===== config.mk =====
export PLATFORM = sky130hd
export DESIGN_NAME = merge_overlapping_intervals_unit
export DESIGN_NICKNAME = d
export VERILOG_FILES = /design/src/sv/mrg_pkg.sv /design/src/sv/mrg_front.sv /design/src/sv/mrg_queue.sv /design/src/sv/mrg_back.sv /design/src/sv/merge_overlapping_intervals_unit.sv
export SDC_FILE = /design/constraint.sdc
export NUM_CORES = 2
export LEC_CHECK = 0
export ABC_CLOCK_PERIOD_IN_PS = 7200
export BUFFER_PORTS_ARGS = -buffer_cell sky130_fd_sc_hd__buf_2
export CAP_MARGIN = 10
export CORE_MARGIN = 3
export CORE_UTILIZATION = 30
export CTS_BUF_LIST = sky130_fd_sc_hd__clkbuf_8
export DETAILED_ROUTE_END_ITERATION = 8
export HOLD_SLACK_MARGIN = 0.08
export PLACE_DENSITY_LB_ADDON = 0.08
export REMOVE_ABC_BUFFERS = 1
export SLEW_MARGIN = 5
export SYNTH_ARGS = -nofsm -noshare
export SYNTH_HDL_FRONTEND = slang
export SYNTH_MEMORY_MAX_BITS = 65536
export SYNTH_SLANG_ARGS = --single-unit

===== constraint.sdc =====
create_clock -name clk -period 7.2 [get_ports clk]
set_input_delay 1.44 -clock clk [delete_from_list [all_inputs] [get_ports clk]]
set_output_delay 1.44 -clock clk [all_outputs]
set_load 0.01 [all_outputs]

===== src/sv/mrg_pkg.sv =====
// shared types and constants for the interval merge unit
package mrg_pkg;
  localparam int DATA_W          = 16;
  localparam int DIGIT_W         = 4;
  localparam int RADIX           = 16;
  localparam int PASSES          = 4;
  localparam int MAX_INTERVALS_D = 64;
  localparam int QUEUE_DEPTH     = 4;

  typedef struct packed {
    logic [DATA_W-1:0] start_value;
    logic [DATA_W-1:0] end_value;
    logic              last_in;
    logic              keep;
    logic              dropped;
  } req_t;
endpackage


===== src/sv/mrg_front.sv =====
// front end: counts requests, marks those beyond capacity and the set's drop state
module mrg_front import mrg_pkg::*; #(
  parameter int MAX_INTERVALS = MAX_INTERVALS_D
) (
  input  logic              clk,
  input  logic              rst,
  input  logic              in_valid,
  output logic              in_ready,
  input  logic [DATA_W-1:0] start_value,
  input  logic [DATA_W-1:0] end_value,
  input  logic              last_in,
  output logic              q_push,
  output req_t              q_req,
  input  logic              q_full
);
  localparam int CW = $clog2(MAX_INTERVALS + 1);

  logic [CW-1:0] count;
  logic          dropped;
  logic          keep;

  assign keep     = count < CW'(MAX_INTERVALS);
  assign in_ready = !q_full;
  assign q_push   = in_valid && !q_full;

  always_comb begin
    q_req.start_value = start_value;
    q_req.end_value   = end_value;
    q_req.last_in     = last_in;
    q_req.keep        = keep;
    q_req.dropped     = dropped || !keep;
  end

  always_ff @(posedge clk) begin
    if (rst) begin
      count   <= '0;
      dropped <= 1'b0;
    end else if (q_push) begin
      if (last_in) begin
        count   <= '0;
        dropped <= 1'b0;
      end else begin
        if (keep) count <= count + CW'(1);
        else dropped <= 1'b1;
      end
    end
  end
endmodule


===== src/sv/mrg_queue.sv =====
// short request queue between front and back
module mrg_queue import mrg_pkg::*; (
  input  logic clk,
  input  logic rst,
  input  logic push,
  input  req_t push_req,
  output logic full,
  input  logic pop,
  output req_t head,
  output logic head_valid
);
  localparam int PW = $clog2(QUEUE_DEPTH);

  req_t          slots [QUEUE_DEPTH];
  logic [PW-1:0] wr_ptr;
  logic [PW-1:0] rd_ptr;
  logic [PW:0]   fill;

  assign full       = fill == (PW+1)'(QUEUE_DEPTH);
  assign head_valid = fill != '0;
  assign head       = slots[rd_ptr];

  always_ff @(posedge clk) begin
    if (push) slots[wr_ptr] <= push_req;
  end

  always_ff @(posedge clk) begin
    if (rst) begin
      wr_ptr <= '0;
      rd_ptr <= '0;
      fill   <= '0;
    end else begin
      if (push) wr_ptr <= wr_ptr + PW'(1);
      if (pop)  rd_ptr <= rd_ptr + PW'(1);
      fill <= fill + (PW+1)'(push) - (PW+1)'(pop);
    end
  end
endmodule


===== src/sv/mrg_back.sv =====
// back end: store, radix sort by start, merge walk and output register
module mrg_back import mrg_pkg::*; #(
  parameter int MAX_INTERVALS = MAX_INTERVALS_D
) (
  input  logic              clk,
  input  logic              rst,
  input  req_t              head,
  input  logic              head_valid,
  output logic              pop,
  output logic              out_valid,
  input  logic              out_ready,
  output logic [DATA_W-1:0] merged_start,
  output logic [DATA_W-1:0] merged_end,
  output logic              last_out,
  output logic              overflow
);
  localparam int CW  = $clog2(MAX_INTERVALS + 1);
  localparam int AW  = (MAX_INTERVALS > 1) ? $clog2(MAX_INTERVALS) : 1;
  localparam int KW  = $clog2(RADIX);
  localparam int PSW = $clog2(PASSES);
  localparam int EW  = 2 * DATA_W;

  localparam logic [2:0] ST_LOAD = 3'd0;
  localparam logic [2:0] ST_CNT  = 3'd1;
  localparam logic [2:0] ST_PRE  = 3'd2;
  localparam logic [2:0] ST_SCT  = 3'd3;
  localparam logic [2:0] ST_MRD  = 3'd4;
  localparam logic [2:0] ST_MEX  = 3'd5;
  localparam logic [2:0] ST_MFIN = 3'd6;

  logic [EW-1:0]  mem_a [MAX_INTERVALS];
  logic [EW-1:0]  mem_b [MAX_INTERVALS];
  logic [EW-1:0]  rda, rdb, rdata;
  logic [CW-1:0]  counts [RADIX];
  logic [2:0]     state;
  logic [CW-1:0]  n;
  logic [CW-1:0]  idx;
  logic [CW-1:0]  sum;
  logic [KW-1:0]  k;
  logic [PSW-1:0] pass;
  logic           src_b;
  logic           rvld;
  logic           first;
  logic           dropped;
  logic [EW-1:0]  cur;
  logic           rd_en;
  logic [AW-1:0]  rd_addr;
  logic [KW-1:0]  digit;
  logic [DATA_W-1:0] rd_start, rd_end, cur_end;
  logic           out_free;
  logic           emit;
  logic           wr_a, wr_b;
  logic [AW-1:0]  wr_addr;
  logic [CW-1:0]  pos;

  assign rdata    = src_b ? rdb : rda;
  assign rd_start = rdata[EW-1:DATA_W];
  assign rd_end   = rdata[DATA_W-1:0];
  assign cur_end  = cur[DATA_W-1:0];
  assign digit    = rd_start[{pass, 2'b00} +: DIGIT_W];
  assign pos      = counts[digit];
  assign out_free = !out_valid || out_ready;
  assign rd_addr  = idx[AW-1:0];
  assign pop      = (state == ST_LOAD) && head_valid;
  assign emit     = out_free && ((state == ST_MFIN) ||
                    (state == ST_MEX && !first && (rd_start > cur_end)));

  always_comb begin
    rd_en = 1'b0;
    if ((state == ST_CNT || state == ST_SCT || state == ST_MRD) && idx < n) rd_en = 1'b1;
  end

  always_comb begin
    wr_a    = 1'b0;
    wr_b    = 1'b0;
    wr_addr = pos[AW-1:0];
    if (state == ST_LOAD) begin
      wr_a    = pop && head.keep;
      wr_addr = n[AW-1:0];
    end else if (state == ST_SCT && rvld) begin
      wr_a = src_b;
      wr_b = !src_b;
    end
  end

  always_ff @(posedge clk) begin
    if (wr_a) mem_a[wr_addr] <= (state == ST_LOAD) ? {head.start_value, head.end_value} : rdata;
    if (wr_b) mem_b[wr_addr] <= rdata;
    if (rd_en) begin
      rda <= mem_a[rd_addr];
      rdb <= mem_b[rd_addr];
    end
  end

  always_ff @(posedge clk) begin
    if (rst) begin
      state     <= ST_LOAD;
      n         <= '0;
      idx       <= '0;
      sum       <= '0;
      k         <= '0;
      pass      <= '0;
      src_b     <= 1'b0;
      rvld      <= 1'b0;
      first     <= 1'b1;
      dropped   <= 1'b0;
      out_valid <= 1'b0;
      for (int i = 0; i < RADIX; i++) counts[i] <= '0;
    end else begin
      if (emit) out_valid <= 1'b1;
      else if (out_ready) out_valid <= 1'b0;
      rvld <= rd_en;
      if (rd_en) idx <= idx + CW'(1);
      unique case (state)
        ST_LOAD: begin
          if (pop) begin
            if (head.keep) n <= n + CW'(1);
            if (head.last_in) begin
              dropped <= head.dropped;
              state   <= ST_CNT;
              idx     <= '0;
              pass    <= '0;
              src_b   <= 1'b0;
              for (int i = 0; i < RADIX; i++) counts[i] <= '0;
            end
          end
        end
        ST_CNT: begin
          if (rvld) counts[digit] <= counts[digit] + CW'(1);
          if (!rd_en && !rvld) begin
            state <= ST_PRE;
            k     <= '0;
            sum   <= '0;
          end
        end
        ST_PRE: begin
          counts[k] <= sum;
          sum       <= sum + counts[k];
          k         <= k + KW'(1);
          if (k == KW'(RADIX - 1)) begin
            state <= ST_SCT;
            idx   <= '0;
          end
        end
        ST_SCT: begin
          if (rvld) counts[digit] <= counts[digit] + CW'(1);
          if (!rd_en && !rvld) begin
            src_b <= !src_b;
            pass  <= pass + PSW'(1);
            idx   <= '0;
            for (int i = 0; i < RADIX; i++) counts[i] <= '0;
            if (pass == PSW'(PASSES - 1)) begin
              state <= ST_MRD;
              first <= 1'b1;
            end else begin
              state <= ST_CNT;
            end
          end
        end
        ST_MRD: begin
          if (rd_en) state <= ST_MEX;
          else state <= ST_MFIN;
        end
        ST_MEX: begin
          if (first) begin
            cur   <= rdata;
            first <= 1'b0;
            state <= ST_MRD;
          end else if (rd_start <= cur_end) begin
            if (rd_end > cur_end) cur[DATA_W-1:0] <= rd_end;
            state <= ST_MRD;
          end else if (out_free) begin
            merged_start <= cur[EW-1:DATA_W];
            merged_end   <= cur_end;
            last_out     <= 1'b0;
            overflow     <= dropped;
            cur          <= rdata;
            state        <= ST_MRD;
          end
        end
        ST_MFIN: begin
          if (out_free) begin
            merged_start <= cur[EW-1:DATA_W];
            merged_end   <= cur_end;
            last_out     <= 1'b1;
            overflow     <= dropped;
            n            <= '0;
            state        <= ST_LOAD;
          end
        end
        default: state <= ST_LOAD;
      endcase
    end
  end
endmodule


===== src/sv/merge_overlapping_intervals_unit.sv =====
// top level of the interval merge unit
//  channel | dir | tdata                         | tlast    | tuser
//  s_axis  | in  | start_value, end_value        | last_in  | -
//  m_axis  | out | merged_start, merged_end      | last_out | overflow
// loading takes one request per cycle while the queue holds requests; the set ends at the request with tlast
// sorting runs four radix-16 passes over the store memories, each a count,
// prefix sum and scatter step, then the merge walk reads each stored interval in turn
// requests queue up during the sort and stall once the queue is full
// the output register stalls the merge walk only while a result waits
// reset is synchronous and clears all control state
module merge_overlapping_intervals_unit import mrg_pkg::*; #(
  parameter int MAX_INTERVALS = MAX_INTERVALS_D
) (
  input  logic        clk,
  input  logic        rst,
  input  logic        s_axis_tvalid,
  output logic        s_axis_tready,
  input  logic [31:0] s_axis_tdata,   // start_value, end_value
  input  logic        s_axis_tlast,
  output logic        m_axis_tvalid,
  input  logic        m_axis_tready,
  output logic [31:0] m_axis_tdata,   // merged_start, merged_end
  output logic        m_axis_tlast,
  output logic        m_axis_tuser    // overflow
);
  logic q_push, q_full, pop, head_valid;
  req_t q_req, head;

  mrg_front #(.MAX_INTERVALS(MAX_INTERVALS)) u_front (
    .clk(clk), .rst(rst),
    .in_valid(s_axis_tvalid), .in_ready(s_axis_tready),
    .start_value(s_axis_tdata[15:0]), .end_value(s_axis_tdata[31:16]),
    .last_in(s_axis_tlast),
    .q_push(q_push), .q_req(q_req), .q_full(q_full)
  );

  mrg_queue u_queue (
    .clk(clk), .rst(rst),
    .push(q_push), .push_req(q_req), .full(q_full),
    .pop(pop), .head(head), .head_valid(head_valid)
  );

  mrg_back #(.MAX_INTERVALS(MAX_INTERVALS)) u_back (
    .clk(clk), .rst(rst),
    .head(head), .head_valid(head_valid), .pop(pop),
    .out_valid(m_axis_tvalid), .out_ready(m_axis_tready),
    .merged_start(m_axis_tdata[15:0]), .merged_end(m_axis_tdata[31:16]),
    .last_out(m_axis_tlast), .overflow(m_axis_tuser)
  );

  a_stop_after_last: assert property (@(posedge clk) disable iff (rst)
    (pop && head.last_in) |=> !pop)
    else $error("back took a request right after the end of a set");

  a_drop_marked: assert property (@(posedge clk) disable iff (rst)
    (head_valid && !head.keep) |-> head.dropped)
    else $error("dropped request not flagged");

  a_pop_valid: assert property (@(posedge clk) disable iff (rst)
    pop |-> head_valid)
    else $error("pop from empty queue");
endmodule

* Yosys cells after proc, flatten, opt, wreduce, memory -nomap -nowiden
Memories as Yosys holds them, arrays and structs flattened. A register that Yosys moved wholly into a read port is not among the register bits. Cells that the tools add are included.
Cells by class: shift-type cells 1, bitwise operators 34, $mul 0, mux-type cells 143, reductions and logical operators 46, $lt $le $gt $ge 5, equality and inequality tests 24, div/mod/pow operators 0, $add $sub $neg 11
Operator list (count):
- 7-bit two-way mux | 46
- 16-bit two-way mux | 9
- 32-bit two-way mux | 4
- 16-bit one-hot mux with 2 select lines | 2
- 1-bit two-way mux | 50
- 1-bit OR | 33
- 16-bit greater-than comparator | 2
- 3-bit two-way mux | 10
- 7-bit by 1-bit adder with 7-bit output (second input constant) | 4
- 7-bit one-hot mux with 2 select lines | 2
- 3-bit one-hot mux with 7 select lines | 1
- 7-bit one-hot mux with 3 select lines | 1
- 4-bit two-way mux | 5
- 4-bit AND reduction | 5
- 16-bit <= comparator | 1
- 2-bit nonzero test | 8
- 16-bit by 5-bit variable part select with 4-bit output | 1
- 2-bit != test (second input constant) | 7
- 7-bit OR reduction | 2
- 3-bit == test (second input constant) | 4
- 2-bit two-way mux | 6
- 2-bit by 1-bit != test with 1-bit output (second input constant) | 6
- 1-bit logical AND | 9
- 1-bit one-hot mux with 2 select lines | 4
- 25 further kinds | 42
Word-level totals: output and inout port bits 36, memories kept 4, bits in latches 0, bits in writable memories 4348, register bits 116, bits in read-only memories 0, input bits 37, logic and storage cells 290
Memory list:
- u_back.mem_a | depth 64, bits a word 32, read ports 1, clocked after Yosys merged registers in 1, wr ports 1, line mrg_back.sv:31 | logic [EW-1:0] mem_a [MAX_INTERVALS];
- u_back.mem_b | depth 64, bits a word 32, read ports 1, clocked after Yosys merged registers in 1, wr ports 1, line mrg_back.sv:32 | logic [EW-1:0] mem_b [MAX_INTERVALS];
- u_queue.slots | depth 4, bits a word 35, read ports 1, clocked after Yosys merged registers in 1, wr ports 1, line mrg_queue.sv:14 | req_t slots [QUEUE_DEPTH];
- u_back.counts | depth 16, bits a word 7, read ports 2, clocked after Yosys merged registers in 1, wr ports 16, line mrg_back.sv:34 | logic [CW-1:0] counts [RADIX];

* Longest topological paths before layout
word-level depth 14, depth in mapped cells 16, mapped depth without buffers 12

* Modules after synthesis
Synthesis repeated with hierarchy kept, for this count alone.
Second synthesis, totals: cell total of the unflattened synthesis 7267, area, all modules 174444.8 µm²
Modules (own cells, without submodules):
- mrg_back | area each 168218.8 µm², cells each 6960, seq. area each 130545.2 µm², times used 1
- mrg_queue | area each 5542.8 µm², cells each 225, seq. area each 4384.2 µm², times used 1
- mrg_front | area each 683.2 µm², cells each 82, seq. area each 160.2 µm², times used 1

* Worst setup path after synthesis
Ideal clock, no wire load.
kind register -> register, start point register u_back.n[1], end point register u_back.idx[3], arrival 7.312 ns, path buffers 0, stages on the path, launching flop included 11, data required time 7.058 ns, library setup time 0.142 ns, clock period less this slack 7.455 ns, slack -0.255 ns, cell sequence dfxtp_1 inv_1 ha_1 a21o_1 a21o_1 a21o_1 a211o_1 a211oi_1 nand4_1 xor2_1 nor2_1
On the way: longest elaborated chain between the ends 7, elaborated cells between the ends (all ways) 11, classes of those cells order compare: 1; mux: 7; reduce/logical: 3
Ends and longest elaborated chain:
- from (decl) | line mrg_back.sv:36 | logic [CW-1:0] n;
- from (signal assigned) | line mrg_back.sv:117 | if (head.keep) n <= n + CW'(1);
- 7-bit less-than comparator (*) | line mrg_back.sv:70 | if ((state == ST_CNT || state == ST_SCT || state == ST_MRD) && idx < n) rd_en = 1'b1;
- 1-bit logical AND (*) | line mrg_back.sv:70
- 1-bit two-way mux (*) | line mrg_back.sv:70
- net u_back.rd_en | line mrg_back.sv:46 | logic rd_en;
- 7-bit two-way mux / 1-bit logical NOT (equally long branches) | line mrg_back.sv:113, mrg_back.sv:147
- 7-bit two-way mux / 1-bit logical AND (equally long branches) | line mrg_back.sv:118, mrg_back.sv:147
- 7-bit two-way mux, on equally long branches | line mrg_back.sv:116, mrg_back.sv:147
- 7-bit one-hot mux with 3 select lines (*) | line mrg_back.sv:114 | unique case (state)
- to (signal assigned) | line mrg_back.sv:113 | if (rd_en) idx <= idx + CW'(1);
- to (decl) | line mrg_back.sv:37 | logic [CW-1:0] idx;
The timed path passes the listed nets; every way through them passes the cells marked *. A chain may end at the register's enable or synchronous reset.

* Worst setup path in the final report
start point register u_back.src_b, end point memory u_back.mem_a[19][8] in the netlist's numbering, enable pin
On the way: longest elaborated chain between the ends 4, elaborated cells between the ends (all ways) 8, classes of those cells shift: 1; mux: 6; memory: 1
Ends and longest elaborated chain:
- from (decl) | line mrg_back.sv:41 | logic src_b;
- from (signal assigned) | line mrg_back.sv:148 | src_b <= !src_b;
- 32-bit two-way mux / 1-bit two-way mux (equally long branches) | line mrg_back.sv:56, mrg_back.sv:80
- 16-bit by 5-bit variable part select with 4-bit output / 1-bit two-way mux (equally long branches) | line mrg_back.sv:60, mrg_back.sv:77
- memory read 16 x 7 bit / 1-bit two-way mux (equally long branches)
- 6-bit two-way mux / 1-bit two-way mux (equally long branches) | line mrg_back.sv:77, mrg_back.sv:87
- to (decl) | line mrg_back.sv:31
Several ways; a longest one is shown, not always the timed one.

==> qor.csv <==
metric,value,unit
status,"finished, final reports clean",
layout cell share with drive strength beyond 1,34.56,%
GP Congestion,0.8259,
Slew HR,18.28,%
final setup violation count,0,
"most common cell after layout, fill and taps aside",edfxtp_1,
Comb pwr share,19.2,%
switching portion of total power,31.38,%
"Async S/R FF share, synth",0,%
TritonCTS buffer count,776,
PwrDens,335.3,mW/mm^2
Crit. End Element,flop,
P_sw,21.16,mW
Setup WS pre-CTS,1.217,ns
fin. max-slew vios,0,
sequential share of power,49.4,%
synth top area cells,"edfxtp_1 (77%), mux4_2 (18%), nor2_1 (0.77%)",
total die area,0.5898,sq mm
Worst Reg-to-Reg Cells,12,
total I/O pin count,73,
hold buffer count at CTS,0,
dominant cell type by area after synthesis,edfxtp_1,
top-area cell type share of the netlist area,76.92,%
Max Cap Viol,0,
vias in the first global route,84960,
Area Overhead vs Synth,15.44,%
post-synthesis sequential area ratio,77.55,%
CTS root buf,clkbuf_8,
drt drc,0,
Worst Path Arrival,6.98,ns
worst reg-to-reg setup slack,1.12,ns
hold path start,s_axis_tdata[29],
RSZ-0062 raised after global routing,false,
via count,82690,
Yosys reg bits,4517,
Post-synth EDFFs,4462,
Worst-Skew Late Latency,1.29,ns
"commonest non-fill, non-tap cells in the layout","edfxtp_1 (4462), mux4_2 (1416), clkbuf_8 (790)",
Mapped Area,0.1742,sq mm
DPL Wire Length,365500,microns
Horiz. Die Dim,768.0,microns
Die Y,768.0,microns
worst reg2reg startpoint,u_back.src_b,
Max VDD drop,0.2399,mV
Clk pwr share,31.4,%
hold crit path type,in -> reg,
Initial Util,30.13,%
post-CTS sizing,0,
internal power,46.27,mW
pin count of the biggest net entering global routing,142,
final core utilization,34.79,%
Via density,5.017,
first-pass GRT wire length,773200,microns
crit-path max FO,23,
"Avg Cell Area, Syn",24.00,sq um
clock tree buffer depth,4,
DR iter-0 viols,9557,
Leak,60.51,nW
WHS Endpoint,u_queue.slots[2][16],
initial antenna violation count,112,
drt pass-1 iters,5,
Post-Syn Instances,7257,
clock sink count,4517,
Clock transition at path regs,0.06,ns
Worst R2R End,u_back.mem_a[19][8],
post-CTS setup buffers,0,
Final Hold Vio Count,0,
Core Area,0.5781,sq mm
Worst EP required,8.10,ns
Routed Antenna Nets,0,
gr usage total,19.17,%
grt ovf,0,
worst setup path class,reg -> reg,
Tmin final,6.083,ns
CTS tree,yes,
Port Buffers,72,
period utilization,84.48,%
drt wl/cell,34.99,microns
Hold Path Stages,1,
Worst setup SP type,flop,
H-tree depth,6,
Final WS setup,1.117,ns
Setup Skew,0.08565,ns
Synth Flop Type,edfxtp_1,
FMAX,0.1644,GHz
worst-margin pin slew,1.226,ns
Synth cell types,62,
Yosys warnings,0,
aggregate routed wire length,576700,microns
Final #Nets,8178,
Core Rows,279,
==> area by class of cell <==
| cell class | instances | area [sq um] |
|---|---|---|
| diodes | 60 | 150.1 |
| clock buffers | 790 | 10870 |
| clock inverters | 598 | 2939 |
| fillers | 53850 | 377000 |
| inverters | 42 | 161.4 |
| multi-input cells | 2325 | 38790 |
| flip-flops and latches | 4517 | 135100 |
| well taps | 7727 | 9668 |
| repair buffers | 422 | 3388 |
==> synth_stat cells (all sizes together), types with 29 or more instances <==
library cell  instances
edfxtp             4462
mux4               1416
nor2                359
clkbuf              248
buf                 125
mux2i                82
nand2                78
dfxtp                55
ha                   55
inv                  40
a21oi                38
mux2                 32
nand4                29
==> flip-flops by register name, indices dropped and copies added (netlist names), 2 cells and up, named ones only <==
name,flops
u_back.rdb,32
u_queue.slots,140
u_queue.wr_ptr,2
u_back.n,7
u_back.state,3
u_back.mem_b,2048
u_queue.fill,3
u_back.cur,32
u_back.merged_start,16
u_front.count,7
u_back.counts,96
u_back.idx,7
u_back.merged_end,16
u_back.sum,6
u_back.k,4
u_queue.rd_ptr,2
u_back.rda,32
u_back.mem_a,2048
u_back.pass,2
==> critical path: stages, from the launching register on <==
cell     delay [ns]
dfxtp_2        0.63
buf_4          0.34
mux4_2         0.56
mux2i_4        0.87
mux2i_1        0.37
mux2i_1        0.12
a22oi_1        0.27
a21oi_1        0.19
a21oi_2        0.62
nand4_1        0.42
buf_4          0.36
nor2_4         0.46
buf_4          0.41
==> per-layer routing <==
layer	up-vias	GRT usage (%)	routed length, microns
met3	763	3.073	33760
met2	2929	30.07	269000
li1	33100	-	-
met4	6	4.819	14640
met1	45890	27.97	259300
met5	-	0	47
==> metrics by stage <==
step	instance area [sq um]	power, mW	setup TNS [ns]	hold WS (ns)	cells
after CTS	200900	68.65	0	0.1719	16420
after global routing	201000	70.08	0	0.2613	16440
after floorplan	172700	40.45	-9009.24	0.4003	6884
after detailed placement	187100	47.21	0	0.4065	15030
after global placement	187100	47.00	0	0.4035	15030
final	201100	67.43	0	0.3875	16480
==> cell families after synthesis <==
logic type                 after synthesis  synth area share (%)
AOI/OAI and AO/OA                      151                0.5883
xor gates and xnor gates                26                0.1307
adders and majority gates               57                0.4181
buffers and inverters                  415                0.9446
DFF                                   4517                 77.55
muxes                                 1530                 19.00
and+or+nand+nor                        561                 1.368
==> power by group through the flow <==
stage / sequential (mW) / clock (mW) / combinational [mW]
after floorplan: 34.0 / 0 / 6.47
after global placement: 33.8 / 0 / 13.2
after detailed placement: 33.8 / 0 / 13.4
after CTS: 33.3 / 22.0 / 13.4
after global routing: 33.3 / 23.2 / 13.6
final: 33.3 / 21.2 / 12.9
==> how the worst max path moves through the flow <==
| stage | startpoint | endpoint | slack, ns | depth (start not counted) |
|---|---|---|---|---|
| after floorplan | u_back.idx[0] | u_back.rda[0] | -36.84 | 3 |
| after global placement | u_back.src_b | u_back.mem_a[19][8] | 1.30 | 12 |
| after detailed placement | u_back.src_b | u_back.mem_a[19][20] | 1.22 | 12 |
| after CTS | u_back.src_b | u_back.mem_a[19][20] | 1.12 | 12 |
| after global routing | u_back.src_b | u_back.mem_a[19][8] | 0.97 | 12 |
| final | u_back.src_b | u_back.mem_a[19][8] | 1.12 | 12 |
(Power assumes the default switching activity.)
